[config.mk]
export PLATFORM = sky130hd
export DESIGN_NAME = ifir_back
export DESIGN_NICKNAME = d
export VERILOG_FILES = /design/src/design/ifir_pkg.sv /design/src/design/ifir_back.sv
export SDC_FILE = /design/constraint.sdc
export NUM_CORES = 2
export LEC_CHECK = 0
export ABC_CLOCK_PERIOD_IN_PS = 8700
export CAP_MARGIN = 20
export CORE_MARGIN = 2
export CORE_UTILIZATION = 30
export DETAILED_ROUTE_END_ITERATION = 8
export DONT_BUFFER_PORTS = 1
export PLACE_DENSITY = 0.5
export SKIP_CTS_REPAIR_TIMING = 1
export SLEW_MARGIN = 25
export SYNTH_ARGS = -nofsm -noshare
export SYNTH_HDL_FRONTEND = slang
export SYNTH_SLANG_ARGS = --single-unit
[constraint.sdc]
create_clock -name clock -period 8.7 [get_ports clock]
set_clock_uncertainty 0.1 [all_clocks]
set_input_delay 1.305 -clock clock [delete_from_list [all_inputs] [get_ports clock]]
set_output_delay 1.305 -clock clock [all_outputs]
set_load 0.005 [all_outputs]
[src/design/ifir_pkg.sv]
// ----------------------------------------------------------------------------
// ifir_pkg
// Shared types, constants and helpers of the dilated int8 FIR with requantizer.
// ----------------------------------------------------------------------------
package ifir_pkg;

   localparam int MAX_TAPS     = 8;
   localparam int MAX_DILATION = 4;
   localparam int HIST_DEPTH   = (MAX_TAPS - 1) * MAX_DILATION;
   localparam int FILL_MAX     = HIST_DEPTH + 1;
   localparam int FILL_W       = $clog2(FILL_MAX + 1);

   localparam int SMP_W      = 8;
   localparam int TAPS_W     = 4;
   localparam int DIL_W      = 3;
   localparam int BANK_W     = 64;
   localparam int BANK_IDX_W = $clog2(BANK_W / SMP_W);
   localparam int MULT_W     = 32;
   localparam int SHIFT_W    = 6;
   localparam int CSR_W      = 64;
   localparam int CSR_IDX_W  = 3;

   localparam int PRD_W = 2 * SMP_W;
   localparam int ACC_W = PRD_W + $clog2(MAX_TAPS);
   localparam int VAL_W = ACC_W + MULT_W;
   localparam int MAG_W = 64;
   localparam int SUM_W = VAL_W + 2;

   localparam int Q_DEPTH   = 4;
   localparam int Q_PTR_W   = $clog2(Q_DEPTH);
   localparam int Q_CNT_W   = $clog2(Q_DEPTH + 1);
   localparam int NUM_STG   = 5;
   localparam int OUT_DEPTH = 8;
   localparam int OUT_PTR_W = $clog2(OUT_DEPTH);
   localparam int OUT_CNT_W = $clog2(OUT_DEPTH + 1);

   localparam logic signed [SMP_W-1:0] SAT_MAX = 8'sd127;
   localparam logic signed [SMP_W-1:0] SAT_MIN = -8'sd128;

   typedef enum logic [CSR_IDX_W-1:0] {
      CSR_TAP_BANK    = 3'd0,
      CSR_TAP_COUNT   = 3'd1,
      CSR_DILATION    = 3'd2,
      CSR_SCALE_MULT  = 3'd3,
      CSR_SCALE_SHIFT = 3'd4,
      CSR_ZERO_POINT  = 3'd5
   } csr_index_type;

   typedef struct packed {
      logic [BANK_W-1:0]         tap_bank;
      logic [TAPS_W-1:0]         tap_count;
      logic [DIL_W-1:0]          dilation;
      logic signed [MULT_W-1:0]  scale_multiplier;
      logic [SHIFT_W-1:0]        scale_shift;
      logic signed [SMP_W-1:0]   zero_point;
   } cfg_type;

   localparam cfg_type CFG_RESET = '{
      tap_bank:         '0,
      tap_count:        TAPS_W'(7),
      dilation:         DIL_W'(1),
      scale_multiplier: MULT_W'(1),
      scale_shift:      '0,
      zero_point:       '0
   };

   typedef struct packed {
      logic [MAX_TAPS-1:0][SMP_W-1:0] smp;
      logic                           last;
   } front_item_type;

   typedef struct packed {
      logic signed [SMP_W-1:0] result;
      logic                    clipped;
      logic                    last;
   } rsp_item_type;

   function automatic logic [TAPS_W-1:0] eff_taps(input logic [TAPS_W-1:0] t);
      logic [TAPS_W-1:0] r;
      r = t;
      if (t == '0) r = TAPS_W'(1);
      if (t > TAPS_W'(MAX_TAPS)) r = TAPS_W'(MAX_TAPS);
      return r;
   endfunction

   function automatic logic [DIL_W-1:0] eff_dil(input logic [DIL_W-1:0] d);
      logic [DIL_W-1:0] r;
      r = d;
      if (d == '0) r = DIL_W'(1);
      if (d > DIL_W'(MAX_DILATION)) r = DIL_W'(MAX_DILATION);
      return r;
   endfunction

endpackage

[src/design/ifir_back.sv]
// ----------------------------------------------------------------------------
// ifir_back
// Multiply-accumulate and requantization pipeline with its result queue.
// Windows are taken only while the result queue has room for everything
// in flight.
// ----------------------------------------------------------------------------
module ifir_back (
   input  logic                                clock,
   input  logic                                reset,
   input  ifir_pkg::cfg_type                   cfg,
   input  logic                                q_empty,
   input  ifir_pkg::front_item_type            q_item,
   output logic                                q_pop,
   input  logic                                pop,
   output logic                                empty,
   output logic signed [ifir_pkg::SMP_W-1:0]   rsp_result,
   output logic                                rsp_clipped,
   output logic                                rsp_last_output
);

   logic [ifir_pkg::NUM_STG-1:0]          vld_ff;
   logic [ifir_pkg::NUM_STG-1:0]          last_ff;
   logic signed [ifir_pkg::PRD_W-1:0]     prod_ff [ifir_pkg::MAX_TAPS];
   logic signed [ifir_pkg::ACC_W-1:0]     acc_ff;
   logic signed [ifir_pkg::VAL_W-1:0]     val_ff;
   logic                                  neg_ff [3:4];
   logic [ifir_pkg::MAG_W-1:0]            mag_ff;
   logic [ifir_pkg::MAG_W-1:0]            rmag_ff;

   ifir_pkg::rsp_item_type                out_mem_ff [ifir_pkg::OUT_DEPTH];
   logic [ifir_pkg::OUT_PTR_W-1:0]        wr_ptr_ff;
   logic [ifir_pkg::OUT_PTR_W-1:0]        rd_ptr_ff;
   logic [ifir_pkg::OUT_CNT_W-1:0]        cnt_ff;

   logic signed [ifir_pkg::SMP_W-1:0]     wgt [ifir_pkg::MAX_TAPS];
   logic signed [ifir_pkg::ACC_W-1:0]     acc_in;
   logic signed [ifir_pkg::VAL_W-1:0]     vabs;
   logic [ifir_pkg::MAG_W-1:0]            half;
   logic signed [ifir_pkg::SUM_W-1:0]     sum;
   ifir_pkg::rsp_item_type                wr_item;
   logic                                  do_wr;
   logic                                  do_rd;

   always_comb begin
      logic [ifir_pkg::TAPS_W-1:0]      taps;
      int                               idx;
      logic signed [ifir_pkg::VAL_W:0]  rs;
      taps = ifir_pkg::eff_taps(cfg.tap_count);
      for (int k = 0; k < ifir_pkg::MAX_TAPS; k++) begin
         idx    = int'(taps) - 1 - k;
         wgt[k] = '0;
         if (k < int'(taps)) begin
            wgt[k] = cfg.tap_bank[ifir_pkg::SMP_W*idx[ifir_pkg::BANK_IDX_W-1:0]
                                  +: ifir_pkg::SMP_W];
         end
      end

      acc_in = '0;
      for (int k = 0; k < ifir_pkg::MAX_TAPS; k++) begin
         acc_in = acc_in + ifir_pkg::ACC_W'(prod_ff[k]);
      end

      vabs = val_ff[ifir_pkg::VAL_W-1] ? -val_ff : val_ff;
      half = (cfg.scale_shift == '0) ? '0 :
             ifir_pkg::MAG_W'(1) << (cfg.scale_shift - ifir_pkg::SHIFT_W'(1));

      rs  = $signed({1'b0, rmag_ff[ifir_pkg::VAL_W-1:0]});
      if (neg_ff[4]) begin
         rs = -rs;
      end
      sum = ifir_pkg::SUM_W'(rs) + ifir_pkg::SUM_W'(cfg.zero_point);
      wr_item.last    = last_ff[ifir_pkg::NUM_STG-1];
      wr_item.clipped = 1'b1;
      if (sum > ifir_pkg::SUM_W'(ifir_pkg::SAT_MAX)) begin
         wr_item.result = ifir_pkg::SAT_MAX;
      end else if (sum < ifir_pkg::SUM_W'(ifir_pkg::SAT_MIN)) begin
         wr_item.result = ifir_pkg::SAT_MIN;
      end else begin
         wr_item.result  = sum[ifir_pkg::SMP_W-1:0];
         wr_item.clipped = 1'b0;
      end
   end

   assign q_pop = !q_empty &&
                  ((int'(cnt_ff) + int'($countones(vld_ff))) < ifir_pkg::OUT_DEPTH);
   assign do_wr = vld_ff[ifir_pkg::NUM_STG-1];
   assign do_rd = pop && !empty;
   assign empty = cnt_ff == '0;
   assign rsp_result      = out_mem_ff[rd_ptr_ff].result;
   assign rsp_clipped     = out_mem_ff[rd_ptr_ff].clipped;
   assign rsp_last_output = out_mem_ff[rd_ptr_ff].last;

   always_ff @(posedge clock) begin
      if (reset) begin
         vld_ff <= '0;
      end else begin
         vld_ff <= {vld_ff[ifir_pkg::NUM_STG-2:0], q_pop};
      end
   end

   always_ff @(posedge clock) begin
      last_ff <= {last_ff[ifir_pkg::NUM_STG-2:0], q_item.last};
      for (int k = 0; k < ifir_pkg::MAX_TAPS; k++) begin
         prod_ff[k] <= $signed(q_item.smp[k]) * wgt[k];
      end
      acc_ff    <= acc_in;
      val_ff    <= acc_ff * cfg.scale_multiplier;
      neg_ff[3] <= val_ff[ifir_pkg::VAL_W-1];
      mag_ff    <= {{(ifir_pkg::MAG_W-ifir_pkg::VAL_W){1'b0}}, vabs};
      neg_ff[4] <= neg_ff[3];
      rmag_ff   <= (mag_ff + half) >> cfg.scale_shift;
   end

   always_ff @(posedge clock) begin
      if (reset) begin
         wr_ptr_ff <= '0;
         rd_ptr_ff <= '0;
         cnt_ff    <= '0;
      end else begin
         if (do_wr) begin
            wr_ptr_ff <= wr_ptr_ff + ifir_pkg::OUT_PTR_W'(1);
         end
         if (do_rd) begin
            rd_ptr_ff <= rd_ptr_ff + ifir_pkg::OUT_PTR_W'(1);
         end
         if (do_wr && !do_rd) begin
            cnt_ff <= cnt_ff + ifir_pkg::OUT_CNT_W'(1);
         end else if (!do_wr && do_rd) begin
            cnt_ff <= cnt_ff - ifir_pkg::OUT_CNT_W'(1);
         end
      end
   end

   always_ff @(posedge clock) begin
      if (do_wr) begin
         out_mem_ff[wr_ptr_ff] <= wr_item;
      end
   end

endmodule

==> flow_summary.json <==
{
  "status": "complete, no violations",
  "min_path_type": "flop to flop",
  "syn-cell-area_sq_um": 69600,
  "rsz0062_at_grt": "false",
  "utilization_pct": 32.5,
  "fin_nets": 9462,
  "cts_tree": "yes",
  "seq_area_frac_synth_pct": 12.8,
  "cp-end-kind": "flop",
  "worstPathRequired_ps": 8890,
  "final_antenna_net_count": 0,
  "htreeDepth": 2,
  "syn_inst": 7775,
  "fin_crit_sh_pct": 92.6,
  "syn_avg_cell_area_sq_um": 8.95,
  "cp_slowest_cell": "o221ai_1",
  "finalSetupViolCount": 0,
  "fp.dieH_um": 486,
  "row_count": 176,
  "cts_buffers": 48,
  "fin_crit_ps": 8050,
  "synth-main-ff-cell": "dfxtp_1",
  "grt_pass1_vias": 55500,
  "fp.coreArea_sq_um": 230000,
  "path_class": "flop to flop",
  "grt_max_degree": 78,
  "final_common_cell": "inv_1",
  "dr.pass1.iters": 6,
  "max_freq_ghz": 0.124,
  "initial_utilization_pct": 30.2,
  "antenna_found_initial": 5,
  "die_w_um": 486,
  "cap_violations": 0,
  "finalHoldViolations": 0,
  "synth_edf_count": 80,
  "placed_area_sq_um": 73100,
  "synth-seq-cells": 405,
  "slew_headroom_pct": 29.2,
  "cp-start-kind": "flop",
  "pin_count": 198,
  "hold_ws_ps": 227,
  "drive_gt1_share_pct": 4.63,
  "gp_congestion": 0.905,
  "post-route-drc-count": 0,
  "synth_nets": 9601,
  "viasPerCell": 4.95,
  "slowest_delay_ps": 640,
  "design_area_sq_um": 74800,
  "path_clk_slew_ps": 60,
  "synth_async_sr_flop_share_pct": 0,
  "grt_pass1_wl_mm": 321,
  "track_usage_pct": 17.1,
  "final_cell_mix": "inv_1 (1348), fa_1 (1134), nand2_1 (783), and2_1 (587), ha_1 (505)",
  "clockBufferDepth": 3,
  "crit_chain": "inv_1, ha_1, and2_1, nand4_1, or3_4, or4_4, or3_4, or4_4, or4_4, o41ai_2, xnor2_1, ha_1, o21ai_0, o21bai_1, xor2_1, o2111ai_1, nor3_1, nand4_1, or4b_1, nor4_1, nand2_1, o221ai_1",
  "cts_sinks": 405,
  "yosys_warnings": 0,
  "wl_per_cell_um": 19.0,
  "dr.first_iter.drc_count": 3025,
  "root_buffer": "clkbuf_16",
  "finalMaxSlewViolations": 0,
  "grt_overflow": 0,
  "nFillCells": 24000,
  "clk_latency_ps": 680,
  "die-area_sq_um": 236000,
  "num_vias": 53000,
  "crit_fanout": 12,
  "worst_pin_slew_ps": 1060,
  "critPathArrivalTime_ps": 8240,
  "synth_cell_types": 95,
  "numPortBuffers": 0,
  "path_common_cell": "or4_4",
  "syn2layout_area_growth_pct": 7.57,
  "dp.final_hpwl_mm": 168,
  "tns_ps": 0,
  "wl_mm": 203
}
## registers in the layout, summed over array words and instances, names as in the netlist, 5 cells and up, named ones only
register,cells
acc_ff,19
last_ff,5
mag_ff,51
rmag_ff,51
vld_ff,5
val_ff,51
out_mem_ff,80
prod_ff,128
## area by class of cell
| class | count | area, sq um | share of cell area, % |
|---|---|---|---|
| sequential | 405 | 8920 | 11.9 |
| tap | 3026 | 3790 | 5.06 |
| clock inverter | 25 | 363 | 0.485 |
| multi-input combinational | 5723 | 54500 | 72.9 |
| antenna | 1 | 2.50 | 0.00334 |
| inverter | 1352 | 5070 | 6.78 |
| timing repair buffer | 106 | 833 | 1.11 |
| clock buffer | 62 | 1330 | 1.78 |
## critical path: cells and delay by family (launching register included)
kind | cells | cell delay [ps]
AO/OA/AOI/OAI | 5 | 1550
XOR/XNOR | 2 | 550
adder cells (fa/ha/maj) | 2 | 700
buffers and inverters | 1 | 90
flip-flops | 1 | 400
AND/OR/NAND/NOR | 12 | 4350
## cell families (layout without fill, tap and decap cells)
group	Yosys count	after routing	synth area share, %
DFF	405	405	12.8
AOI/OAI and AO/OA	1132	1132	10.8
adders and majority gates	1640	1640	41.7
xor gates and xnor gates	371	371	4.67
and+or+nand+nor	2358	2358	17.1
other	0	1	0
buffers and inverters	1647	1545	8.90
muxes	222	222	3.91
## path summary, 6_finish.rpt
check	start	slack, ps	cells after the start	end
hold / removal	last_ff[1]	230	0	last_ff[2]
setup reg to reg	rmag_ff[0]	650	22	out_mem_ff[1][5]
setup / recovery	rmag_ff[0]	650	22	out_mem_ff[1][5]
hold reg to reg	last_ff[1]	230	0	last_ff[2]
## stage by stage
step                setup WS, ps  instances
floorplan                    122       7775
detailed placement           535      10600
finish                       646      10700
CTS                          623      10700
global route                 192      10700
global placement             646      10600
## synthesized netlist by cell type, types with 18 or more instances
cell type,count,share of area (%)
mux2_2,36,0.58
a211oi_1,59,0.64
o21ai_0,224,1.6
o21bai_1,25,0.27
edfxtp_1,80,3.5
and2_1,587,5.3
mux2i_1,150,2.2
a22oi_1,18,0.19
or3_1,60,0.54
nand2_1,783,4.2
dfxtp_1,325,9.4
o211ai_1,34,0.37
fa_1,1134,33
a31oi_1,51,0.46
nand4_1,54,0.49
and3_1,96,0.86
ha_1,506,9.1
o2111ai_1,18,0.23
or2_2,28,0.25
nor4_1,20,0.18
xor2_1,71,0.89
a21o_1,106,1.1
a21oi_1,261,1.9
xnor2_1,300,3.8
nand3_1,76,0.55
mux4_2,36,1.2
nor2b_1,68,0.61
o21a_1,47,0.51
o22ai_1,20,0.18
o31ai_1,45,0.49
nand2b_1,70,0.63
nor3_1,101,0.73
clkbuf_1,279,1.5
inv_1,1349,7.3
nor2_1,340,1.8
or4_1,22,0.24
o221ai_1,22,0.28
## layer usage
layer | wire length [um] | global-route usage (%)
met5 | 0 | 0
met4 | 4360 | 3.69
met3 | 9920 | 2.47
met2 | 96000 | 29.2
met1 | 92500 | 22.9
Power is left out: the tool's default activity adds up to more than one toggle a clock period on the data nets, which glitch-free logic cannot reach.
