### config.mk
export PLATFORM = sky130hd
export DESIGN_NAME = ifir_front
export DESIGN_NICKNAME = d
export VERILOG_FILES = /design/src/design/ifir_pkg.sv /design/src/design/ifir_front.sv
export SDC_FILE = /design/constraint.sdc
export NUM_CORES = 1
export LEC_CHECK = 0
export BUFFER_PORTS_ARGS = -buffer_cell sky130_fd_sc_hd__buf_2
export CORE_MARGIN = 3
export CORE_UTILIZATION = 56
export DETAILED_ROUTE_END_ITERATION = 10
export PLACE_DENSITY = 0.77
export RECOVER_POWER = 50
export SYNTH_ARGS = -nofsm -noshare
export SYNTH_HDL_FRONTEND = slang
export SYNTH_SLANG_ARGS = --single-unit
export TNS_END_PERCENT = 10
### constraint.sdc
create_clock -name clock -period 4.95 [get_ports clock]
set_input_delay 0.7425 -clock clock [delete_from_list [all_inputs] [get_ports clock]]
set_output_delay 0.7425 -clock clock [all_outputs]
set_load 0.005 [all_outputs]
### src/design/ifir_pkg.sv
// ----------------------------------------------------------------------------
// ifir_pkg
// Shared types, constants and helpers of the dilated int8 FIR with requantizer.
// ----------------------------------------------------------------------------
package ifir_pkg;

   localparam int MAX_TAPS     = 8;
   localparam int MAX_DILATION = 4;
   localparam int HIST_DEPTH   = (MAX_TAPS - 1) * MAX_DILATION;
   localparam int FILL_MAX     = HIST_DEPTH + 1;
   localparam int FILL_W       = $clog2(FILL_MAX + 1);

   localparam int SMP_W      = 8;
   localparam int TAPS_W     = 4;
   localparam int DIL_W      = 3;
   localparam int BANK_W     = 64;
   localparam int BANK_IDX_W = $clog2(BANK_W / SMP_W);
   localparam int MULT_W     = 32;
   localparam int SHIFT_W    = 6;
   localparam int CSR_W      = 64;
   localparam int CSR_IDX_W  = 3;

   localparam int PRD_W = 2 * SMP_W;
   localparam int ACC_W = PRD_W + $clog2(MAX_TAPS);
   localparam int VAL_W = ACC_W + MULT_W;
   localparam int MAG_W = 64;
   localparam int SUM_W = VAL_W + 2;

   localparam int Q_DEPTH   = 4;
   localparam int Q_PTR_W   = $clog2(Q_DEPTH);
   localparam int Q_CNT_W   = $clog2(Q_DEPTH + 1);
   localparam int NUM_STG   = 5;
   localparam int OUT_DEPTH = 8;
   localparam int OUT_PTR_W = $clog2(OUT_DEPTH);
   localparam int OUT_CNT_W = $clog2(OUT_DEPTH + 1);

   localparam logic signed [SMP_W-1:0] SAT_MAX = 8'sd127;
   localparam logic signed [SMP_W-1:0] SAT_MIN = -8'sd128;

   typedef enum logic [CSR_IDX_W-1:0] {
      CSR_TAP_BANK    = 3'd0,
      CSR_TAP_COUNT   = 3'd1,
      CSR_DILATION    = 3'd2,
      CSR_SCALE_MULT  = 3'd3,
      CSR_SCALE_SHIFT = 3'd4,
      CSR_ZERO_POINT  = 3'd5
   } csr_index_type;

   typedef struct packed {
      logic [BANK_W-1:0]         tap_bank;
      logic [TAPS_W-1:0]         tap_count;
      logic [DIL_W-1:0]          dilation;
      logic signed [MULT_W-1:0]  scale_multiplier;
      logic [SHIFT_W-1:0]        scale_shift;
      logic signed [SMP_W-1:0]   zero_point;
   } cfg_type;

   localparam cfg_type CFG_RESET = '{
      tap_bank:         '0,
      tap_count:        TAPS_W'(7),
      dilation:         DIL_W'(1),
      scale_multiplier: MULT_W'(1),
      scale_shift:      '0,
      zero_point:       '0
   };

   typedef struct packed {
      logic [MAX_TAPS-1:0][SMP_W-1:0] smp;
      logic                           last;
   } front_item_type;

   typedef struct packed {
      logic signed [SMP_W-1:0] result;
      logic                    clipped;
      logic                    last;
   } rsp_item_type;

   function automatic logic [TAPS_W-1:0] eff_taps(input logic [TAPS_W-1:0] t);
      logic [TAPS_W-1:0] r;
      r = t;
      if (t == '0) r = TAPS_W'(1);
      if (t > TAPS_W'(MAX_TAPS)) r = TAPS_W'(MAX_TAPS);
      return r;
   endfunction

   function automatic logic [DIL_W-1:0] eff_dil(input logic [DIL_W-1:0] d);
      logic [DIL_W-1:0] r;
      r = d;
      if (d == '0) r = DIL_W'(1);
      if (d > DIL_W'(MAX_DILATION)) r = DIL_W'(MAX_DILATION);
      return r;
   endfunction

endpackage

### src/design/ifir_front.sv
// ----------------------------------------------------------------------------
// ifir_front
// Keeps the sample delay line and the row fill count, decides whether an
// accepted sample produces a result and gathers the dilated window for it.
// ----------------------------------------------------------------------------
module ifir_front (
   input  logic                           clock,
   input  logic                           reset,
   input  ifir_pkg::cfg_type              cfg,
   input  logic                           accept,
   input  logic signed [ifir_pkg::SMP_W-1:0] sample,
   input  logic                           row_start,
   input  logic                           row_end,
   output logic                           q_push,
   output ifir_pkg::front_item_type       q_item
);

   logic [ifir_pkg::SMP_W-1:0]  hist_ff [ifir_pkg::HIST_DEPTH];
   logic [ifir_pkg::FILL_W-1:0] fill_ff;
   logic [ifir_pkg::FILL_W-1:0] fill_in;

   logic [ifir_pkg::FILL_W-1:0] fill_base;
   logic [ifir_pkg::FILL_W-1:0] span;
   logic [ifir_pkg::TAPS_W-1:0] taps;
   logic [ifir_pkg::DIL_W-1:0]  dil;
   logic                        emit;

   always_comb begin
      logic [ifir_pkg::SMP_W-1:0] sel;
      int                         span_i;
      taps      = ifir_pkg::eff_taps(cfg.tap_count);
      dil       = ifir_pkg::eff_dil(cfg.dilation);
      span_i    = (int'(taps) - 1) * int'(dil) + 1;
      span      = ifir_pkg::FILL_W'(span_i);
      fill_base = row_start ? '0 : fill_ff;
      fill_in   = (fill_base < ifir_pkg::FILL_W'(ifir_pkg::FILL_MAX)) ?
                  fill_base + ifir_pkg::FILL_W'(1) : fill_base;
      emit      = fill_in >= span;

      q_item.smp[0] = sample;
      for (int k = 1; k < ifir_pkg::MAX_TAPS; k++) begin
         sel = hist_ff[k-1];
         for (int d = 1; d <= ifir_pkg::MAX_DILATION; d++) begin
            if (dil == ifir_pkg::DIL_W'(d)) begin
               sel = hist_ff[k*d-1];
            end
         end
         q_item.smp[k] = sel;
      end
      q_item.last = row_end;
      q_push      = accept && emit;
   end

   always_ff @(posedge clock) begin
      if (reset) begin
         fill_ff <= '0;
      end else if (accept) begin
         fill_ff <= fill_in;
      end
   end

   always_ff @(posedge clock) begin
      if (reset) begin
         for (int i = 0; i < ifir_pkg::HIST_DEPTH; i++) begin
            hist_ff[i] <= '0;
         end
      end else if (accept) begin
         hist_ff[0] <= sample;
         for (int i = 1; i < ifir_pkg::HIST_DEPTH; i++) begin
            hist_ff[i] <= hist_ff[i-1];
         end
      end
   end

endmodule

==> flow_metrics.tcl, run 1 <==
set metrics [dict create \
    design.final.nets 1093 \
    ant_nets 0 \
    antenna_found_initial 0 \
    post_route_cells_drive_above_1_share 0.135 \
    placement.io_buffers 83 \
    worst-endpoint-required_ps 4210 \
    gp_congestion 0.756 \
    cp.arrival_ps 4000 \
    cts_hold_buffers 0 \
    crit_path_cell_trace "buf_2 > nor2_1 > nor2_1 > nor2_1 > inv_1 > ha_1 > xnor2_2 > nor2_1 > ha_1 > fa_1 > ha_4 > a21oi_2 > xnor3_1 > ha_1 > and3_1 > a21oi_1 > o21ai_1 > buf_2" \
    grt_pass1_wl_microns 32300 \
    post-synth-top-area-cell "sky130_fd_sc_hd__edfxtp_1" \
    syn-cell-area_sq_um 10800 \
    post_drt_via_cell_ratio 5.50 \
    worstMarginPinSlew_ps 3840 \
    num_vias 6599 \
    path_class "in2out" \
    area.sequential_sq_um 6830 \
    clk_tree_root_cell "sky130_fd_sc_hd__clkbuf_16" \
    hold_viol 0 \
    drcViolationCount 0 \
    min-delay-path-class "reg2reg" \
    buffering_stage_count_on_the_worst_path_with_inverters_included 3 \
    worst_path_dominant_cell_family "adder cells" \
    maxCapViolCount 2 \
    finalSetupViolations 0 \
    floorplan.die.height_microns 145 \
    diodes 0 \
    global_route.overflow_total 0 \
    failed_checks "max-capacitance violations, max-slew violations" \
    std_cell_rows 50 \
    detailedRoute.firstPassIterationCount 5 \
    coreArea_sq_um 18800 \
    synthCells 893 \
    drt_iter0_markers 661 \
    fin_crit_ps 4740 \
    postSynthRegisterBits 229 \
    insertion_delay_ps 510 \
    critical_path_peak_fanout 3 \
    power_leakage_uw 0.00498 \
    syn_to_final_growth_pct 12.7 \
    fin_worst_skew_ps 10.1 \
    totalWireLength_microns 20800 \
    crit_path_frequent_cell "sky130_fd_sc_hd__nor2_1" \
    detail_route.wl_per_cell_microns 17.3 \
    ioPinCount 196 \
    grtUsageTotal 0.197 \
    max-vdd-ir-drop_mv 0.279 \
    grt_start_max_net_pins 114 \
    final_min_period_over_clock_period 0.957 \
    post_synth_main_area_contributors "sky130_fd_sc_hd__edfxtp_1, sky130_fd_sc_hd__and2_1, sky130_fd_sc_hd__mux2i_1, sky130_fd_sc_hd__nor2b_1, sky130_fd_sc_hd__nand2_1" \
    synth_edf_count 224 \
    cp_slowest_cell "sky130_fd_sc_hd__fa_1" \
    floorplan.initialDensity 0.573 \
    power_density_nw_per_um2 382 \
    timing.critical_path.slowest_cell_delay_ps 530 \
    multiInputGateArea_sq_um 3650 \
    fmaxAchievable_ghz 0.211 \
    hpwlAfterDp_microns 12200 \
    slew-limit-headroom -1.56 \
    cts.sinks 229 \
    synth.top_cell.area_share 0.625 \
    die_w_microns 145 \
    element_type_at_the_critical_path_start "primary input" \
    cts_buffers 24 \
    cts_tree "yes" \
    die-area_sq_um 20900 \
    ys_types 43 \
    final.hold.worst_slack_ps 516 \
    synth_top_flop_cell "sky130_fd_sc_hd__edfxtp_1" \
    design_power_total_uw 4630 \
    fillers 1416 \
    synth_async_sr_flop_share 0 \
    cts_htree_levels 1 \
    syn-num-nets 1039 \
    util_after_layout 0.646 \
    first_global_vias 6140 \
    synthesis_warning_total 0 \
    clk_path_buf_depth 3 \
    ys_seq_area_frac 0.635 \
    crit_path_end_kind "output port" \
    setup_tns_ps 0 \
    report.final.slew_viol_count 119 \
    syn_avg_cell_area_sq_um 12.0 \
    result_of_the_run "complete, but fails checks" \
    clkTransAtPathRegs_ps 60 \
]
layout by cell type, fill, tap and decap left out, drive strengths merged, types with 7 or more instances in the layout:
| cell | netlist | final |
|---|---|---|
| nand2 | 114 | 114 |
| clkinv | 0 | 8 |
| a21oi | 7 | 7 |
| ha | 14 | 14 |
| o21ai | 114 | 114 |
| edfxtp | 224 | 224 |
| mux2i | 57 | 57 |
| clkbuf | 47 | 38 |
| buf | 18 | 83 |
| nor2b | 88 | 88 |
| nor2 | 14 | 14 |
| and2 | 144 | 144 |
| inv | 7 | 7 |
final timing paths:
path	start	to	slack (ps)	cells after the start
setup / recovery	cfg[50]	q_push	210	18
hold / removal	hist_ff[16][7]$_SDFFCE_PN0P_	hist_ff[17][7]$_SDFFCE_PN0P_	520	1
setup reg to reg	fill_ff[0]$_SDFFE_PP0P_	fill_ff[4]$_SDFFE_PP0P_	3270	6
hold reg to reg	hist_ff[16][7]$_SDFFCE_PN0P_	hist_ff[17][7]$_SDFFCE_PN0P_	520	1
worst reg2reg max path: stages, from the launching register on:
cell and delay, ps:
sky130_fd_sc_hd__dfxtp_1 450, sky130_fd_sc_hd__nor2b_1 170, sky130_fd_sc_hd__ha_1 230, sky130_fd_sc_hd__nand4b_1 160, sky130_fd_sc_hd__a22oi_1 160, sky130_fd_sc_hd__a21boi_0 200, sky130_fd_sc_hd__nor2_1 60
area by class of cell:
class,count,area share
multi-input combinational,592,0.301
clock buffer,28,0.0508
tap,234,0.0242
sequential,229,0.563
clock inverter,16,0.0181
inverter,7,0.00217
timing repair buffer,93,0.0402
sequential cells by signal, indices dropped and copies added (netlist names):
| signal | cells |
|---|---|
| fill_ff | 5 |
| hist_ff | 224 |
where the power goes:
part	internal (uW)	switching (uW)	leakage, uW
clock network	1160	735	0.000396
logic	168	237	0.00207
registers	2270	64.1	0.00252
total	3600	1040	0.00498
stage by stage:
stage | instances | cell area (sq um) | setup WS (ps)
5_1_grt | 1199 | 12100 | -11.5
3_5_place_dp | 1154 | 11300 | 108
6_report | 1199 | 12100 | 211
2_1_floorplan | 893 | 10800 | 518
3_3_place_gp | 1154 | 11300 | 147
4_1_cts | 1198 | 12100 | 71.5
synthesized netlist by cell type (2+ instances only):
master and number:
sky130_fd_sc_hd__inv_1 6, sky130_fd_sc_hd__clkbuf_1 46, sky130_fd_sc_hd__ha_1 14, sky130_fd_sc_hd__dfxtp_1 5
sky130_fd_sc_hd__xor2_1 2, sky130_fd_sc_hd__nor3b_1 2, sky130_fd_sc_hd__mux2i_1 57, sky130_fd_sc_hd__nor3_1 2
sky130_fd_sc_hd__nor2b_1 88, sky130_fd_sc_hd__nand3_1 4, sky130_fd_sc_hd__o21ai_0 34, sky130_fd_sc_hd__nand2_1 114
sky130_fd_sc_hd__a21oi_1 7, sky130_fd_sc_hd__edfxtp_1 224, sky130_fd_sc_hd__buf_1 3, sky130_fd_sc_hd__a21o_1 5
sky130_fd_sc_hd__buf_2 6, sky130_fd_sc_hd__and2_1 144, sky130_fd_sc_hd__o21ai_1 80, sky130_fd_sc_hd__or2_2 2
sky130_fd_sc_hd__fa_1 2, sky130_fd_sc_hd__nor2_1 13, sky130_fd_sc_hd__buf_4 9, sky130_fd_sc_hd__nand2b_1 5
metal layers:
layer	vias up	global-route usage	share of wire
li1	3200	-	-
met1	3220	0.303	0.47
met2	149	0.299	0.46
met3	30	0.0308	0.050
met4	0	0.0427	0.016
met5	-	0	0
cell families (layout without fill, tap and decap cells):
kind of cell | after synthesis | after routing | share of synthesized area
AOI/OAI and AO/OA | 134 | 134 | 0.0655
adders and majority gates | 16 | 16 | 0.0200
muxes | 57 | 57 | 0.0530
buffers and inverters | 72 | 144 | 0.0291
DFF | 229 | 229 | 0.635
other | 1 | 1 | 0.000349
and+or+nand+nor | 379 | 379 | 0.191
xor gates and xnor gates | 5 | 5 | 0.00605
timing repair:
item,CTS,global route
resized for setup,0,5
endpoints found under the setup margin,0,1
buffers inserted,0,1
endpoints found under the hold margin,0,0
Power figures use the tool's default switching activity.
==> run 2: changes to the inputs <==
GPL_TIMING_DRIVEN = 0   (was not set)
SLEW_MARGIN = 20   (was not set)
==> flow_metrics.tcl, run 2 (synthesis results as in run 1) <==
set metrics [dict create \
    cts.sinks 229 \
    cts_hold_buffers 0 \
    crit_path_end_kind "output port" \
    clk_tree_root_cell "sky130_fd_sc_hd__clkbuf_16" \
    ioPinCount 196 \
    post_drt_via_cell_ratio 5.77 \
    critical_path_peak_fanout 3 \
    finalSetupViolations 0 \
    ant_nets 0 \
    path_class "in2out" \
    global_route.overflow_total 0 \
    design.final.nets 1151 \
    drt_iter0_markers 713 \
    grtUsageTotal 0.245 \
    area.sequential_sq_um 6830 \
    multiInputGateArea_sq_um 3640 \
    final_critical_path_setup_slack_ps 174 \
    clkTransAtPathRegs_ps 60 \
    regMostFlops "hist_ff" \
    design_power_total_uw 4740 \
    post_route_cells_drive_above_1_share 0.143 \
    totalWireLength_microns 25400 \
    diodes 0 \
    power_density_nw_per_um2 381 \
    fin_crit_ps 4780 \
    buffering_stage_count_on_the_worst_path_with_inverters_included 3 \
    cp.arrival_ps 4030 \
    hpwlAfterDp_microns 17900 \
    num_vias 7252 \
    reg.largest.list "hist_ff: 224 flops, fill_ff: 5 flops" \
    cp_slowest_cell "sky130_fd_sc_hd__fa_1" \
    cts_tree "yes" \
    final_min_period_over_clock_period 0.965 \
    clk_path_buf_depth 3 \
    slew-limit-headroom -0.649 \
    util_after_layout 0.662 \
    detail_route.wl_per_cell_microns 20.2 \
    element_type_at_the_critical_path_start "primary input" \
    fillers 1392 \
    fmaxAchievable_ghz 0.209 \
    gp_congestion 0.914 \
    coreArea_sq_um 18800 \
    placement.io_buffers 83 \
    result_of_the_run "complete, but fails checks" \
    cts_buffers 24 \
    hold_viol 0 \
    die-area_sq_um 20900 \
    setup_tns_ps 0 \
    worstMarginPinSlew_ps 2470 \
    first_global_vias 6942 \
    syn_to_final_growth_pct 15.5 \
    failed_checks "max-capacitance violations, max-slew violations" \
    worst-endpoint-required_ps 4210 \
    std_cell_rows 50 \
    report.final.slew_viol_count 52 \
    grt_pass1_wl_microns 38600 \
    max-vdd-ir-drop_mv 0.237 \
    die_w_microns 145 \
    min-delay-path-class "reg2reg" \
    floorplan.initialDensity 0.573 \
    commonest_cells_after_routing_fill_and_taps_aside "sky130_fd_sc_hd__edfxtp_1, sky130_fd_sc_hd__nand2_1, sky130_fd_sc_hd__and2_1, sky130_fd_sc_hd__nor2b_1, sky130_fd_sc_hd__buf_2" \
    dpl_worst_slack_ps -43.7 \
    antenna_found_initial 1 \
    floorplan.die.height_microns 145 \
    final_common_cell "sky130_fd_sc_hd__edfxtp_1" \
    power_leakage_uw 0.00507 \
    largest_reg_flops 224 \
    maxCapViolCount 1 \
    drcViolationCount 0 \
    final.hold.worst_slack_ps 508 \
    cts_htree_levels 1 \
    crit_path_cell_trace "buf_2 > nor2_1 > nor2_1 > nor2_2 > inv_1 > ha_1 > xnor2_2 > nor2_1 > ha_1 > fa_1 > ha_4 > a21oi_2 > xnor3_1 > ha_1 > and3_1 > a21oi_1 > o21ai_0 > buf_2" \
    grt_start_max_net_pins 57 \
    insertion_delay_ps 520 \
    detailedRoute.firstPassIterationCount 5 \
    worst_path_dominant_cell_family "adder cells" \
    timing.critical_path.slowest_cell_delay_ps 600 \
    fin_worst_skew_ps 17.8 \
]
run 2: worst paths after layout:
| kind | start | end | slack [ps] | cells past startpoint |
|---|---|---|---|---|
| max | cfg[50] | q_push | 170 | 18 |
| min | hist_ff[10][4]$_SDFFCE_PN0P_ | hist_ff[11][4]$_SDFFCE_PN0P_ | 510 | 1 |
| max reg2reg | fill_ff[0]$_SDFFE_PP0P_ | fill_ff[4]$_SDFFE_PP0P_ | 3300 | 6 |
| min reg2reg | hist_ff[10][4]$_SDFFCE_PN0P_ | hist_ff[11][4]$_SDFFCE_PN0P_ | 510 | 1 |
run 2: area by class of cell:
class | instances | area share
buffer | 63 | 0.0225
timing repair buffer | 88 | 0.0393
sequential | 229 | 0.550
inverter | 7 | 0.00212
clock buffer | 31 | 0.0554
clock inverter | 13 | 0.0147
multi-input combinational | 592 | 0.293
tap | 234 | 0.0236
run 2: repair_timing:
item,in CTS,in global routing
setup endpoints to repair,1,1
pin swaps,0,2
setup buffers,0,1
resized for setup,1,3
run 2: metal layers:
metal	track usage	up-vias	share of wire
met2	0.386	334	0.47
li1	-	3325	-
met1	0.351	3539	0.42
met4	0.0849	0	0.031
met3	0.0357	54	0.085
met5	0	-	0
run 2: power by group:
group / internal (uW) / leakage [uW] / switching, uW
clock network: 1200 / 0.000422 / 753
logic: 178 / 0.00213 / 258
registers: 2270 / 0.00252 / 80.5
run 2: through the flow:
stage | instance area, sq um | std cells
detailed placement | 11600 | 1214
global route | 12400 | 1257
finish | 12400 | 1257
floorplan | 10800 | 893
CTS | 12400 | 1257
global placement | 11500 | 1210
