**config.mk**
```make
export PLATFORM = sky130hd
export DESIGN_NAME = ifir_queue
export DESIGN_NICKNAME = d
export VERILOG_FILES = /design/src/design/ifir_pkg.sv /design/src/design/ifir_queue.sv
export SDC_FILE = /design/constraint.sdc
export NUM_CORES = 1
export LEC_CHECK = 0
export BUFFER_PORTS_ARGS = -buffer_cell sky130_fd_sc_hd__buf_2
export CAP_MARGIN = 20
export CORE_ASPECT_RATIO = 0.8
export CORE_UTILIZATION = 25
export DETAILED_ROUTE_END_ITERATION = 8
export GPL_TIMING_DRIVEN = 0
export PLACE_DENSITY_LB_ADDON = 0.2
export SLEW_MARGIN = 30
export SYNTH_ARGS = -nofsm -noshare
export SYNTH_HDL_FRONTEND = slang
export SYNTH_SLANG_ARGS = --single-unit
```
**constraint.sdc**
```tcl
create_clock -name clock -period 7.4 [get_ports clock]
set_input_delay 1.48 -clock clock [delete_from_list [all_inputs] [get_ports clock]]
set_output_delay 1.48 -clock clock [all_outputs]
set_load 0.005 [all_outputs]
```
**src/design/ifir_pkg.sv**
```systemverilog
// ----------------------------------------------------------------------------
// ifir_pkg
// Shared types, constants and helpers of the dilated int8 FIR with requantizer.
// ----------------------------------------------------------------------------
package ifir_pkg;

   localparam int MAX_TAPS     = 8;
   localparam int MAX_DILATION = 4;
   localparam int HIST_DEPTH   = (MAX_TAPS - 1) * MAX_DILATION;
   localparam int FILL_MAX     = HIST_DEPTH + 1;
   localparam int FILL_W       = $clog2(FILL_MAX + 1);

   localparam int SMP_W      = 8;
   localparam int TAPS_W     = 4;
   localparam int DIL_W      = 3;
   localparam int BANK_W     = 64;
   localparam int BANK_IDX_W = $clog2(BANK_W / SMP_W);
   localparam int MULT_W     = 32;
   localparam int SHIFT_W    = 6;
   localparam int CSR_W      = 64;
   localparam int CSR_IDX_W  = 3;

   localparam int PRD_W = 2 * SMP_W;
   localparam int ACC_W = PRD_W + $clog2(MAX_TAPS);
   localparam int VAL_W = ACC_W + MULT_W;
   localparam int MAG_W = 64;
   localparam int SUM_W = VAL_W + 2;

   localparam int Q_DEPTH   = 4;
   localparam int Q_PTR_W   = $clog2(Q_DEPTH);
   localparam int Q_CNT_W   = $clog2(Q_DEPTH + 1);
   localparam int NUM_STG   = 5;
   localparam int OUT_DEPTH = 8;
   localparam int OUT_PTR_W = $clog2(OUT_DEPTH);
   localparam int OUT_CNT_W = $clog2(OUT_DEPTH + 1);

   localparam logic signed [SMP_W-1:0] SAT_MAX = 8'sd127;
   localparam logic signed [SMP_W-1:0] SAT_MIN = -8'sd128;

   typedef enum logic [CSR_IDX_W-1:0] {
      CSR_TAP_BANK    = 3'd0,
      CSR_TAP_COUNT   = 3'd1,
      CSR_DILATION    = 3'd2,
      CSR_SCALE_MULT  = 3'd3,
      CSR_SCALE_SHIFT = 3'd4,
      CSR_ZERO_POINT  = 3'd5
   } csr_index_type;

   typedef struct packed {
      logic [BANK_W-1:0]         tap_bank;
      logic [TAPS_W-1:0]         tap_count;
      logic [DIL_W-1:0]          dilation;
      logic signed [MULT_W-1:0]  scale_multiplier;
      logic [SHIFT_W-1:0]        scale_shift;
      logic signed [SMP_W-1:0]   zero_point;
   } cfg_type;

   localparam cfg_type CFG_RESET = '{
      tap_bank:         '0,
      tap_count:        TAPS_W'(7),
      dilation:         DIL_W'(1),
      scale_multiplier: MULT_W'(1),
      scale_shift:      '0,
      zero_point:       '0
   };

   typedef struct packed {
      logic [MAX_TAPS-1:0][SMP_W-1:0] smp;
      logic                           last;
   } front_item_type;

   typedef struct packed {
      logic signed [SMP_W-1:0] result;
      logic                    clipped;
      logic                    last;
   } rsp_item_type;

   function automatic logic [TAPS_W-1:0] eff_taps(input logic [TAPS_W-1:0] t);
      logic [TAPS_W-1:0] r;
      r = t;
      if (t == '0) r = TAPS_W'(1);
      if (t > TAPS_W'(MAX_TAPS)) r = TAPS_W'(MAX_TAPS);
      return r;
   endfunction

   function automatic logic [DIL_W-1:0] eff_dil(input logic [DIL_W-1:0] d);
      logic [DIL_W-1:0] r;
      r = d;
      if (d == '0) r = DIL_W'(1);
      if (d > DIL_W'(MAX_DILATION)) r = DIL_W'(MAX_DILATION);
      return r;
   endfunction

endpackage

```
**src/design/ifir_queue.sv**
```systemverilog
// ----------------------------------------------------------------------------
// ifir_queue
// Short show-ahead queue of gathered windows between front and back end.
// ----------------------------------------------------------------------------
module ifir_queue (
   input  logic                     clock,
   input  logic                     reset,
   input  logic                     push,
   input  ifir_pkg::front_item_type din,
   input  logic                     pop,
   output ifir_pkg::front_item_type dout,
   output logic                     full,
   output logic                     empty
);

   ifir_pkg::front_item_type        mem_ff [ifir_pkg::Q_DEPTH];
   logic [ifir_pkg::Q_PTR_W-1:0]    wr_ptr_ff;
   logic [ifir_pkg::Q_PTR_W-1:0]    rd_ptr_ff;
   logic [ifir_pkg::Q_CNT_W-1:0]    cnt_ff;
   logic                            do_push;
   logic                            do_pop;

   assign full    = cnt_ff == ifir_pkg::Q_CNT_W'(ifir_pkg::Q_DEPTH);
   assign empty   = cnt_ff == '0;
   assign do_push = push && !full;
   assign do_pop  = pop && !empty;
   assign dout    = mem_ff[rd_ptr_ff];

   always_ff @(posedge clock) begin
      if (reset) begin
         wr_ptr_ff <= '0;
         rd_ptr_ff <= '0;
         cnt_ff    <= '0;
      end else begin
         if (do_push) begin
            wr_ptr_ff <= wr_ptr_ff + ifir_pkg::Q_PTR_W'(1);
         end
         if (do_pop) begin
            rd_ptr_ff <= rd_ptr_ff + ifir_pkg::Q_PTR_W'(1);
         end
         if (do_push && !do_pop) begin
            cnt_ff <= cnt_ff + ifir_pkg::Q_CNT_W'(1);
         end else if (!do_push && do_pop) begin
            cnt_ff <= cnt_ff - ifir_pkg::Q_CNT_W'(1);
         end
      end
   end

   always_ff @(posedge clock) begin
      if (do_push) begin
         mem_ff[wr_ptr_ff] <= din;
      end
   end

endmodule

```
==> results of run 1 <==
worst reg2reg max path, delay by kind of cell, from the launching register on:
family	cells	cell delay, ps
xor gates and xnor gates	1	180
and+or+nand+nor	3	780
AOI/OAI and AO/OA	1	160
DFF	1	470
buffers and inverters	1	70
adders and majority gates	2	670
layer usage:
layer	wire, um	GRT usage, %	vias up
li1	-	-	1991
met1	8710	12.5	2415
met2	10100	17.2	99
met3	1140	3.06	31
met4	391	2.34	2
met5	11	0	-
cells by family after synthesis:
group / Yosys count / share of synthesized area, %
simple gates: 16 / 0.911
fa+ha+maj: 6 / 0.835
mux: 67 / 15.0
buf+inv: 19 / 1.73
flops: 269 / 80.8
xor+xnor: 4 / 0.354
compound gates: 6 / 0.367
how the worst min path moves through the flow:
stage	to	cells after the start	from	slack, ps
after global placement	wr_ptr_ff[1]	2	wr_ptr_ff[1]	500
after detailed placement	flip-flop	2	rd_ptr_ff[1]	520
after global routing	flip-flop	2	rd_ptr_ff[1]	560
final	rd_ptr_ff[0]	2	rd_ptr_ff[0]	530
after floorplan	wr_ptr_ff[1]	2	wr_ptr_ff[1]	480
after CTS	flip-flop	2	rd_ptr_ff[1]	530
cell usage after synthesis:
library cell,number
edfxtp_1,260
a21oi_1,2
buf_12,5
buf_2,6
xor2_1,4
nand2b_1,2
dfxtp_1,9
clkbuf_1,2
o31ai_1,1
and2_1,4
o21ai_0,2
buf_4,1
mux2i_1,2
nor3_1,1
ha_1,5
nor3b_2,1
or3_1,2
mux4_2,65
nor2_1,6
fa_1,1
o311ai_0,1
buf_6,1
inv_1,4
final cells by class:
cell class,count,area [um2]
Fill cell,3775,26400
Sequential cell,269,7990
Multi-Input combinational cell,99,1740
Timing Repair Buffer,138,781
Clock buffer,33,741
Tap cell,528,661
Buffer,15,156
Clock inverter,19,143
Inverter,4,15.0
Antenna cell,1,2.50
placed cells by master (no fill, tap or decap):
| master | n |
|---|---|
| o311ai_0 | 1 |
| ha_1 | 5 |
| diode_2 | 1 |
| o21ai_0 | 2 |
| nor2_1 | 6 |
| buf_16 | 4 |
| or3_1 | 2 |
| clkbuf_1 | 6 |
| bufinv_16 | 2 |
| buf_6 | 1 |
| inv_6 | 1 |
| and2_4 | 4 |
| dfxtp_1 | 9 |
| nand2b_1 | 2 |
| nor3b_2 | 1 |
| clkbuf_16 | 29 |
| nor3_1 | 1 |
| xor2_1 | 4 |
| clkinv_2 | 8 |
| fa_1 | 1 |
| clkinv_1 | 7 |
| mux4_2 | 65 |
| mux2i_1 | 2 |
| buf_2 | 140 |
| inv_1 | 4 |
| clkinvlp_4 | 1 |
| buf_4 | 1 |
| edfxtp_1 | 260 |
| a21oi_1 | 2 |
| o31ai_1 | 1 |
| buf_12 | 5 |
metrics by stage:
stage               setup slack [ps]  power (mW)  util (%)  area [um2]
floorplan                       3620        2.47         -        9890
global placement                1920        2.84      29.1       11200
detailed placement              3960        2.87      29.4       11300
CTS                             3740        4.24      31.7       12200
global route                    3710        4.35      31.7       12200
finish                          3840        4.14      31.7       12200
state kept, by name, indices dropped and copies added, names as in the netlist, named ones only:
signal,count
cnt_ff,3
rd_ptr_ff,2
wr_ptr_ff,2
mem_ff,260
where the power goes:
| group | internal (mW) | switching [mW] | leakage [nW] |
|---|---|---|---|
| clock | 0.781 | 0.567 | 0.437 |
| combinational | 0.484 | 0.438 | 1.15 |
| sequential | 1.83 | 0.0394 | 2.46 |
| total | 3.10 | 1.04 | 4.04 |
==> flow_summary.ini, run 1 <==
[critical_path]
cp.depth = 4
worstPathMaxFanout = 10
critPathTopFamily = buffers and inverters
reg2regPathDepth = 8
arrival_ps = 2080
path_cells = buf_2 -> buf_2 -> mux4_2 -> buf_2
cp-start-kind = flip-flop
crit_path_end_kind = primary output
required_ps = 5920
crit_end = dout[34]
cp_slowest_cell = buf_2
rrSetupSlack_ps = 5010
critPathBufInv = 3
criticalPathCategory = reg2out
timing.rr.start = cnt_ff[0]
max_stage_delay_ps = 360
regToRegEndpoint = cnt_ff[2]
worst_path_most_repeated_cell = buf_2

[route]
first_pass_iters = 4
drt_iter0_drc = 148
viasPerCell = 4.10
wire_per_inst_um = 18.4
drc = 0
wl_um = 20300
antenna_left = 0
vias = 4538

[sta]
setup_viol = 0
whs_ps = 531
rsz0062_at_grt = no
fin_skew_ps = 28.3
max-slew-margin-rel_pct = 54.7
finalHoldViolCount = 0
finalCritPeriodShare_pct = 48.1
worst-slew-pin-transition_ps = 679
fmax_mhz = 281
maxSlewViolCount = 0
tns_ps = 0
period_minus_slack_ps = 3560

[grt]
grt_pass1_wl_um = 30700
track_usage_pct = 10.1
grt_pass1_vias = 5085
grt_max_degree = 35
grt_overflow = 0
antenna_found_initial = 2

[floorplan]
row_count = 64
dieArea_mm2 = 0.0404
die_x_um = 224
initial_core_util_pct = 25.6
io_pins = 136
core_area_mm2 = 0.0386
fp.dieH_um = 180

[clock_tree]
clock_latency_ps = 570
cts_setup_buffers = 0
tritoncts = built
clock_sinks = 269
cts_buffer_depth = 3
postCtsHoldBufs = 0
numCtsBuffers = 29
clkTransAtPathRegs_ps = 60
htreeDepth = 1
cts_resized = 0
cts-root-buf = clkbuf_16

[synth]
synth_area_mm2 = 0.00989
ys_ff_latch = 269
syn_avg_cell_area_um2 = 25.5
synth_warnings = 0
netlist_instances = 387
yosysUniqueCellTypes = 23
synth_largest_area_cell = edfxtp_1
synth_nets = 462
synth_top_area_share_pct = 79.0
seq_area_frac_synth_pct = 80.8
yosys-top-cells-area = edfxtp_1 79%, mux4_2 15%, dfxtp_1 1.8%

[outcome]
outcome = complete, no violations

[cells_and_area]
layout-drive-gt1-share_pct = 45.4
syn_to_final_growth_pct = 23.6
fin_cells = 1106
layout.nets = 631

[pwr]
p_per_area_mw_per_mm2 = 339
irDropWorstVdd_mv = 0.161
leakage_nw = 4.04

[placed_design]
dp.cells = 1053
gp_congestion = 0.696
numPortBuffers = 134
dp_hpwl_um = 12800

[run]
max-cap-violations = 0

[hold_path]
hold_path_class = reg2reg
(Power assumes the default switching activity.)
==> run 2: changes to the inputs <==
- ABC_AREA: not set -> 1
- clock period: 7.4 -> 3 ns (I/O delays scaled with it)
==> flow_summary.ini, run 2 <==
[cells_and_area]
layout.cells.most_common = edfxtp_1
top_register = mem_ff
layout.nets = 956
largest_reg_flops = 260
syn_to_final_growth_pct = 26.4
fin_cells = 1444
layout-drive-gt1-share_pct = 31.6
reg_top3 = mem_ff x260, cnt_ff x3
antenna_cells = 0
layout.core_utilization_pct = 32.3
mostFrequentLayoutCells = 260 x edfxtp_1, 147 x buf_2, 115 x nor2_1

[grt]
grt_pass1_vias = 6231
grt_overflow = 0
antenna_found_initial = 1
grt_max_degree = 20
grt_pass1_wl_um = 40400
track_usage_pct = 12.8

[pwr]
internal-power_mw = 7.73
irDropWorstVdd_mv = 0.381
swShare_pct = 30.3
p_clk_share_pct = 31.5
leakage_nw = 4.60
p_switching_mw = 3.37
comb_power_share_pct = 26.4
power_mw = 11.1
p_per_area_mw_per_mm2 = 840
seqPwrFrac_pct = 42.1

[clock_tree]
htreeDepth = 1
clock_sinks = 269
cts_buffer_depth = 3
cts_setup_buffers = 0
cts-root-buf = clkbuf_16
clock_latency_ps = 560
postCtsHoldBufs = 0
clkTransAtPathRegs_ps = 60
tritoncts = built
numCtsBuffers = 30
cts_resized = 8

[floorplan]
row_count = 66
io_pins = 136
die_x_um = 231
dieArea_mm2 = 0.0427
core_area_mm2 = 0.0410
initial_core_util_pct = 25.5
fp.dieH_um = 185

[route]
viasPerCell = 4.27
wl_um = 27200
antenna_left = 0
wire_per_inst_um = 18.8
drt_iter0_drc = 304
first_pass_iters = 4
wl_met1_um = 12700
topRoutingLayerUsed = met5
drc = 0
wl_met2_um = 12900
vias = 6168
wl_met3_um = 1140

[synth]
synth_area_mm2 = 0.0105
netlist_instances = 699
async_flop_share_pct = 0
yosysMostFrequentCell = edfxtp_1
yosys-top-cells-area = edfxtp_1 75%, o21ai_0 4.4%, nor2_1 4.3%
synth_top_area_share_pct = 74.7
synth_warnings = 0
synth_nets = 774
syn_avg_cell_area_um2 = 15.0
seq_area_frac_synth_pct = 76.4
yosysUniqueCellTypes = 26
ys_ff_latch = 269
post_synth_most_frequent_cells = 260 x edfxtp_1, 119 x nor2_1, 91 x o21ai_0
synth_ff_type = edfxtp_1
synth_largest_area_cell = edfxtp_1
synth_edf_count = 260

[sta]
finalHoldViolCount = 0
fmax_mhz = 353
rsz0062_at_grt = no
finalCritPeriodShare_pct = 94.4
postLayoutSetupSlackWorst_ps = 167
period_minus_slack_ps = 2830
fin_skew_ps = 12.8
setup_viol = 0
worst-slew-pin-transition_ps = 660
maxSlewViolCount = 0
max-slew-margin-rel_pct = 55.9

[placed_design]
gp_congestion = 0.693
numPortBuffers = 135
dp.cells = 1394
dp_hpwl_um = 17800
place_ws_ps = 507

[critical_path]
cp_slowest_cell = dfxtp_1
crit_path_end_kind = primary output
arrival_ps = 2230
path_cells = buf_4 -> clkbuf_2 -> o21ai_0 -> o22ai_1 -> buf_2
cp-start-kind = flip-flop
criticalPathCategory = reg2out
max_stage_delay_ps = 430
worstPathMaxFanout = 19
required_ps = 2400

[run]
max-cap-violations = 0

[outcome]
outcome = complete, no violations

[hold_path]
hold_path_class = in2reg
## run 2: changes by cell type after synthesis, sizes merged, moves of 14 or more
cell    change
clkbuf     +15
inv        +14
mux4       -65
nand2      +15
nor2      +138
o21ai     +129
o22ai      +65
## run 2: area by class of cell
cell class / count / area [um2]
clock buffer: 35 / 791
timing repair buffer: 151 / 1120
tap: 544 / 681
clock inverter: 16 / 131
fill: 4114 / 27700
sequential: 269 / 7990
buffer: 41 / 307
multi-input combinational: 370 / 2130
inverter: 18 / 72.6
## run 2: final timing paths
check / startpoint / endpoint / slack, ps / cells after the start
max reg2reg: cnt_ff[0] / mem_ff[3][43] / 690 / 7
min: din[24] / mem_ff[2][24] / 250 / 1
max: flip-flop / dout[34] / 170 / 5
min reg2reg: rd_ptr_ff[0] / rd_ptr_ff[0] / 510 / 2
## run 2: kinds of logic after synthesis
logic type / count (synthesis) / share of synthesized area (%)
buf+inv: 60 / 3.53
xor+xnor: 1 / 0.0838
compound gates: 199 / 11.7
fa+ha+maj: 6 / 0.790
flops: 269 / 76.4
simple gates: 164 / 7.53
## run 2: power groups by stage
stage | Combinational [mW] | Clock (mW) | Sequential, mW
5_1_grt | 3.27 | 3.76 | 4.71
3_3_place_gp | 2.82 | 0 | 4.84
6_report | 2.93 | 3.50 | 4.67
2_1_floorplan | 1.57 | 0 | 4.77
3_5_place_dp | 3.04 | 0 | 4.75
4_1_cts | 3.05 | 3.61 | 4.68
## run 2: through the flow
stage                     TNS [ps]  hold slack, ps  area [um2]
final                            0             248       13200
after global placement    -1023720             498       11800
after CTS                        0             215       13200
after floorplan            -238280             459       10500
after detailed placement         0             504       12300
after global routing             0             225       13200
## run 2: routing by layer
layer  GRT usage [%]  vias to the layer above
li1                -                     2983
met1            17.6                     3033
met2            20.8                      115
met3            2.62                       35
met4            2.86                        2
met5               0                        -
## run 2: worst max-delay path: cells and delay by family (launching register included)
family                 cells  cell delay (ps)
buffers and inverters      3              810
DFF                        1              430
AOI/OAI and AO/OA          2              420
==> run 3: changes to the inputs <==
- GPL_TIMING_DRIVEN: 0 -> not set
- PLACE_DENSITY: not set -> 0.4
- PLACE_DENSITY_LB_ADDON: 0.2 -> not set
- clock period: 3 -> 3.55 ns (I/O delays scaled with it)
==> flow_summary.ini, run 3 (same netlist as run 2, synthesis figures left out) <==
[clock_tree]
clock_sinks = 269
clkTransAtPathRegs_ps = 60
tritoncts = built
cts-root-buf = clkbuf_16
clock_latency_ps = 560
numCtsBuffers = 30
cts_buffer_depth = 3
cts_resized = 0
htreeDepth = 1
cts_setup_buffers = 0
postCtsHoldBufs = 0

[route]
drc = 0
wl_um = 25300
antenna_left = 0
viasPerCell = 4.27
wire_per_inst_um = 18.0
drt_iter0_drc = 286
vias = 6010
first_pass_iters = 4

[pwr]
irDropWorstVdd_mv = 0.463
power_mw = 9.13
leakage_nw = 4.34
p_per_area_mw_per_mm2 = 716

[cells_and_area]
multiInputGateArea_mm2 = 0.00213
regArea_mm2 = 0.00799
layout.core_utilization_pct = 31.1
mostFrequentLayoutCells = 260 x edfxtp_1, 135 x buf_2, 115 x nor2_1
final_area_mm2 = 0.0127
syn_to_final_growth_pct = 21.9
largest_reg_flops = 260
layout.nets = 914
layout.cells.most_common = edfxtp_1
top_register = mem_ff
reg_top3 = mem_ff x260, cnt_ff x3
layout-drive-gt1-share_pct = 29.1
fillers = 4180

[critical_path]
worstPathMaxFanout = 54
cp-start-kind = flip-flop
crit_path_end_kind = primary output
arrival_ps = 2430
reg2regPathDepth = 9
critPathBufInv = 3
timing.rr.start = cnt_ff[1]
regToRegEndpoint = cnt_ff[1]
path_cells = inv_6 -> buf_12 -> o21ai_0 -> o22ai_1 -> buf_2
cp_slowest_cell = inv_6
max_stage_delay_ps = 500
required_ps = 2840
criticalPathCategory = reg2out
rrSetupSlack_ps = 1380
critPathTopFamily = buffers and inverters

[sta]
worst-slew-pin-transition_ps = 633
finalCritPeriodShare_pct = 88.5
fmax_mhz = 318
max-slew-margin-rel_pct = 57.8
rsz0062_at_grt = no
fin_skew_ps = 13.9
whs_ps = 362
maxSlewViolCount = 0
period_minus_slack_ps = 3140
setup_viol = 0
finalHoldViolCount = 0

[grt]
grt_pass1_vias = 6123
track_usage_pct = 11.9
grt_overflow = 0
met3_usage_pct = 3.00
antenna_found_initial = 2
grt_use_met1_pct = 15.7
use_met2_pct = 19.4
grt_max_degree = 66
grt_busiest_layer = met2
grt_pass1_wl_um = 38300

[run]
max-cap-violations = 0

[floorplan]
io_pins = 136
row_count = 66
core_area_mm2 = 0.0410
dieArea_mm2 = 0.0427
initial_core_util_pct = 25.5
fp.dieH_um = 185
die_x_um = 231

[placed_design]
place_area_mm2 = 0.0118
numPortBuffers = 135
dp_hpwl_um = 14300
gp_congestion = 0.689

[outcome]
outcome = complete, no violations

[hold_path]
hold_path_class = in2reg
whs_path_depth = 1
hold-path-endpoint = mem_ff[0][25]
min_from = din[25]
[run 3: cell types whose count changed in the layout (fill, tap and decap cells not counted), moves of 2 or more]
cell | before | now
buf_4 | 1 | 6
clkinv_1 | 6 | 9
dfxtp_1 | 9 | 7
clkbuf_2 | 11 | 0
clkbuf_1 | 9 | 4
buf_6 | 8 | 0
buf_2 | 147 | 135
buf_12 | 3 | 9
buf_16 | 16 | 0
[run 3: worst register-to-register path, stage by stage (launching register included)]
cell	delay (ps)
dfxtp_1	340
nor2_1	140
nand2_1	120
nand2_1	340
inv_1	170
ha_1	240
inv_1	80
fa_1	400
o21ai_0	180
nor2_1	50
[run 3: per-stage QoR]
stage                     std cells  setup TNS (ps)  setup slack (ps)
final                          1408               0               407
after global placement         1351               0               981
after floorplan                 699         -123880              -476
after detailed placement       1351               0               998
after global routing           1407               0               245
after CTS                      1407               0               383
[run 3: final cells by class]
class,count,share of cell area (%)
diodes,1,0.0196
flip-flops and latches,269,62.7
multi-input cells,370,16.7
clock buffers,35,6.20
well taps,544,5.34
clock inverters,21,1.39
inverters,18,0.569
repair buffers,150,7.07
[run 3: report_power, final]
part	leakage [nW]	internal [mW]	switching [mW]
registers	2.46	3.86	0.120
clock network	0.471	1.80	1.26
logic	1.41	0.758	1.34
total	4.34	6.42	2.72
[run 3: worst max path at each step]
| stage | slack, ps | endpoint | startpoint | cells past startpoint |
|---|---|---|---|---|
| after floorplan | -480 | mem_ff[0][0] | push | 2 |
| after global placement | 980 | dout[59] | flip-flop | 4 |
| after detailed placement | 1000 | dout[59] | flip-flop | 5 |
| after CTS | 380 | dout[59] | flip-flop | 5 |
| after global routing | 240 | dout[59] | flip-flop | 5 |
| final | 410 | dout[59] | flip-flop | 5 |
[run 3: routing by layer]
metal	vias up	share of wire, %
li1	2897	-
met2	97	46
met1	2972	47
met4	2	2.1
met3	42	4.6
met5	-	0.044
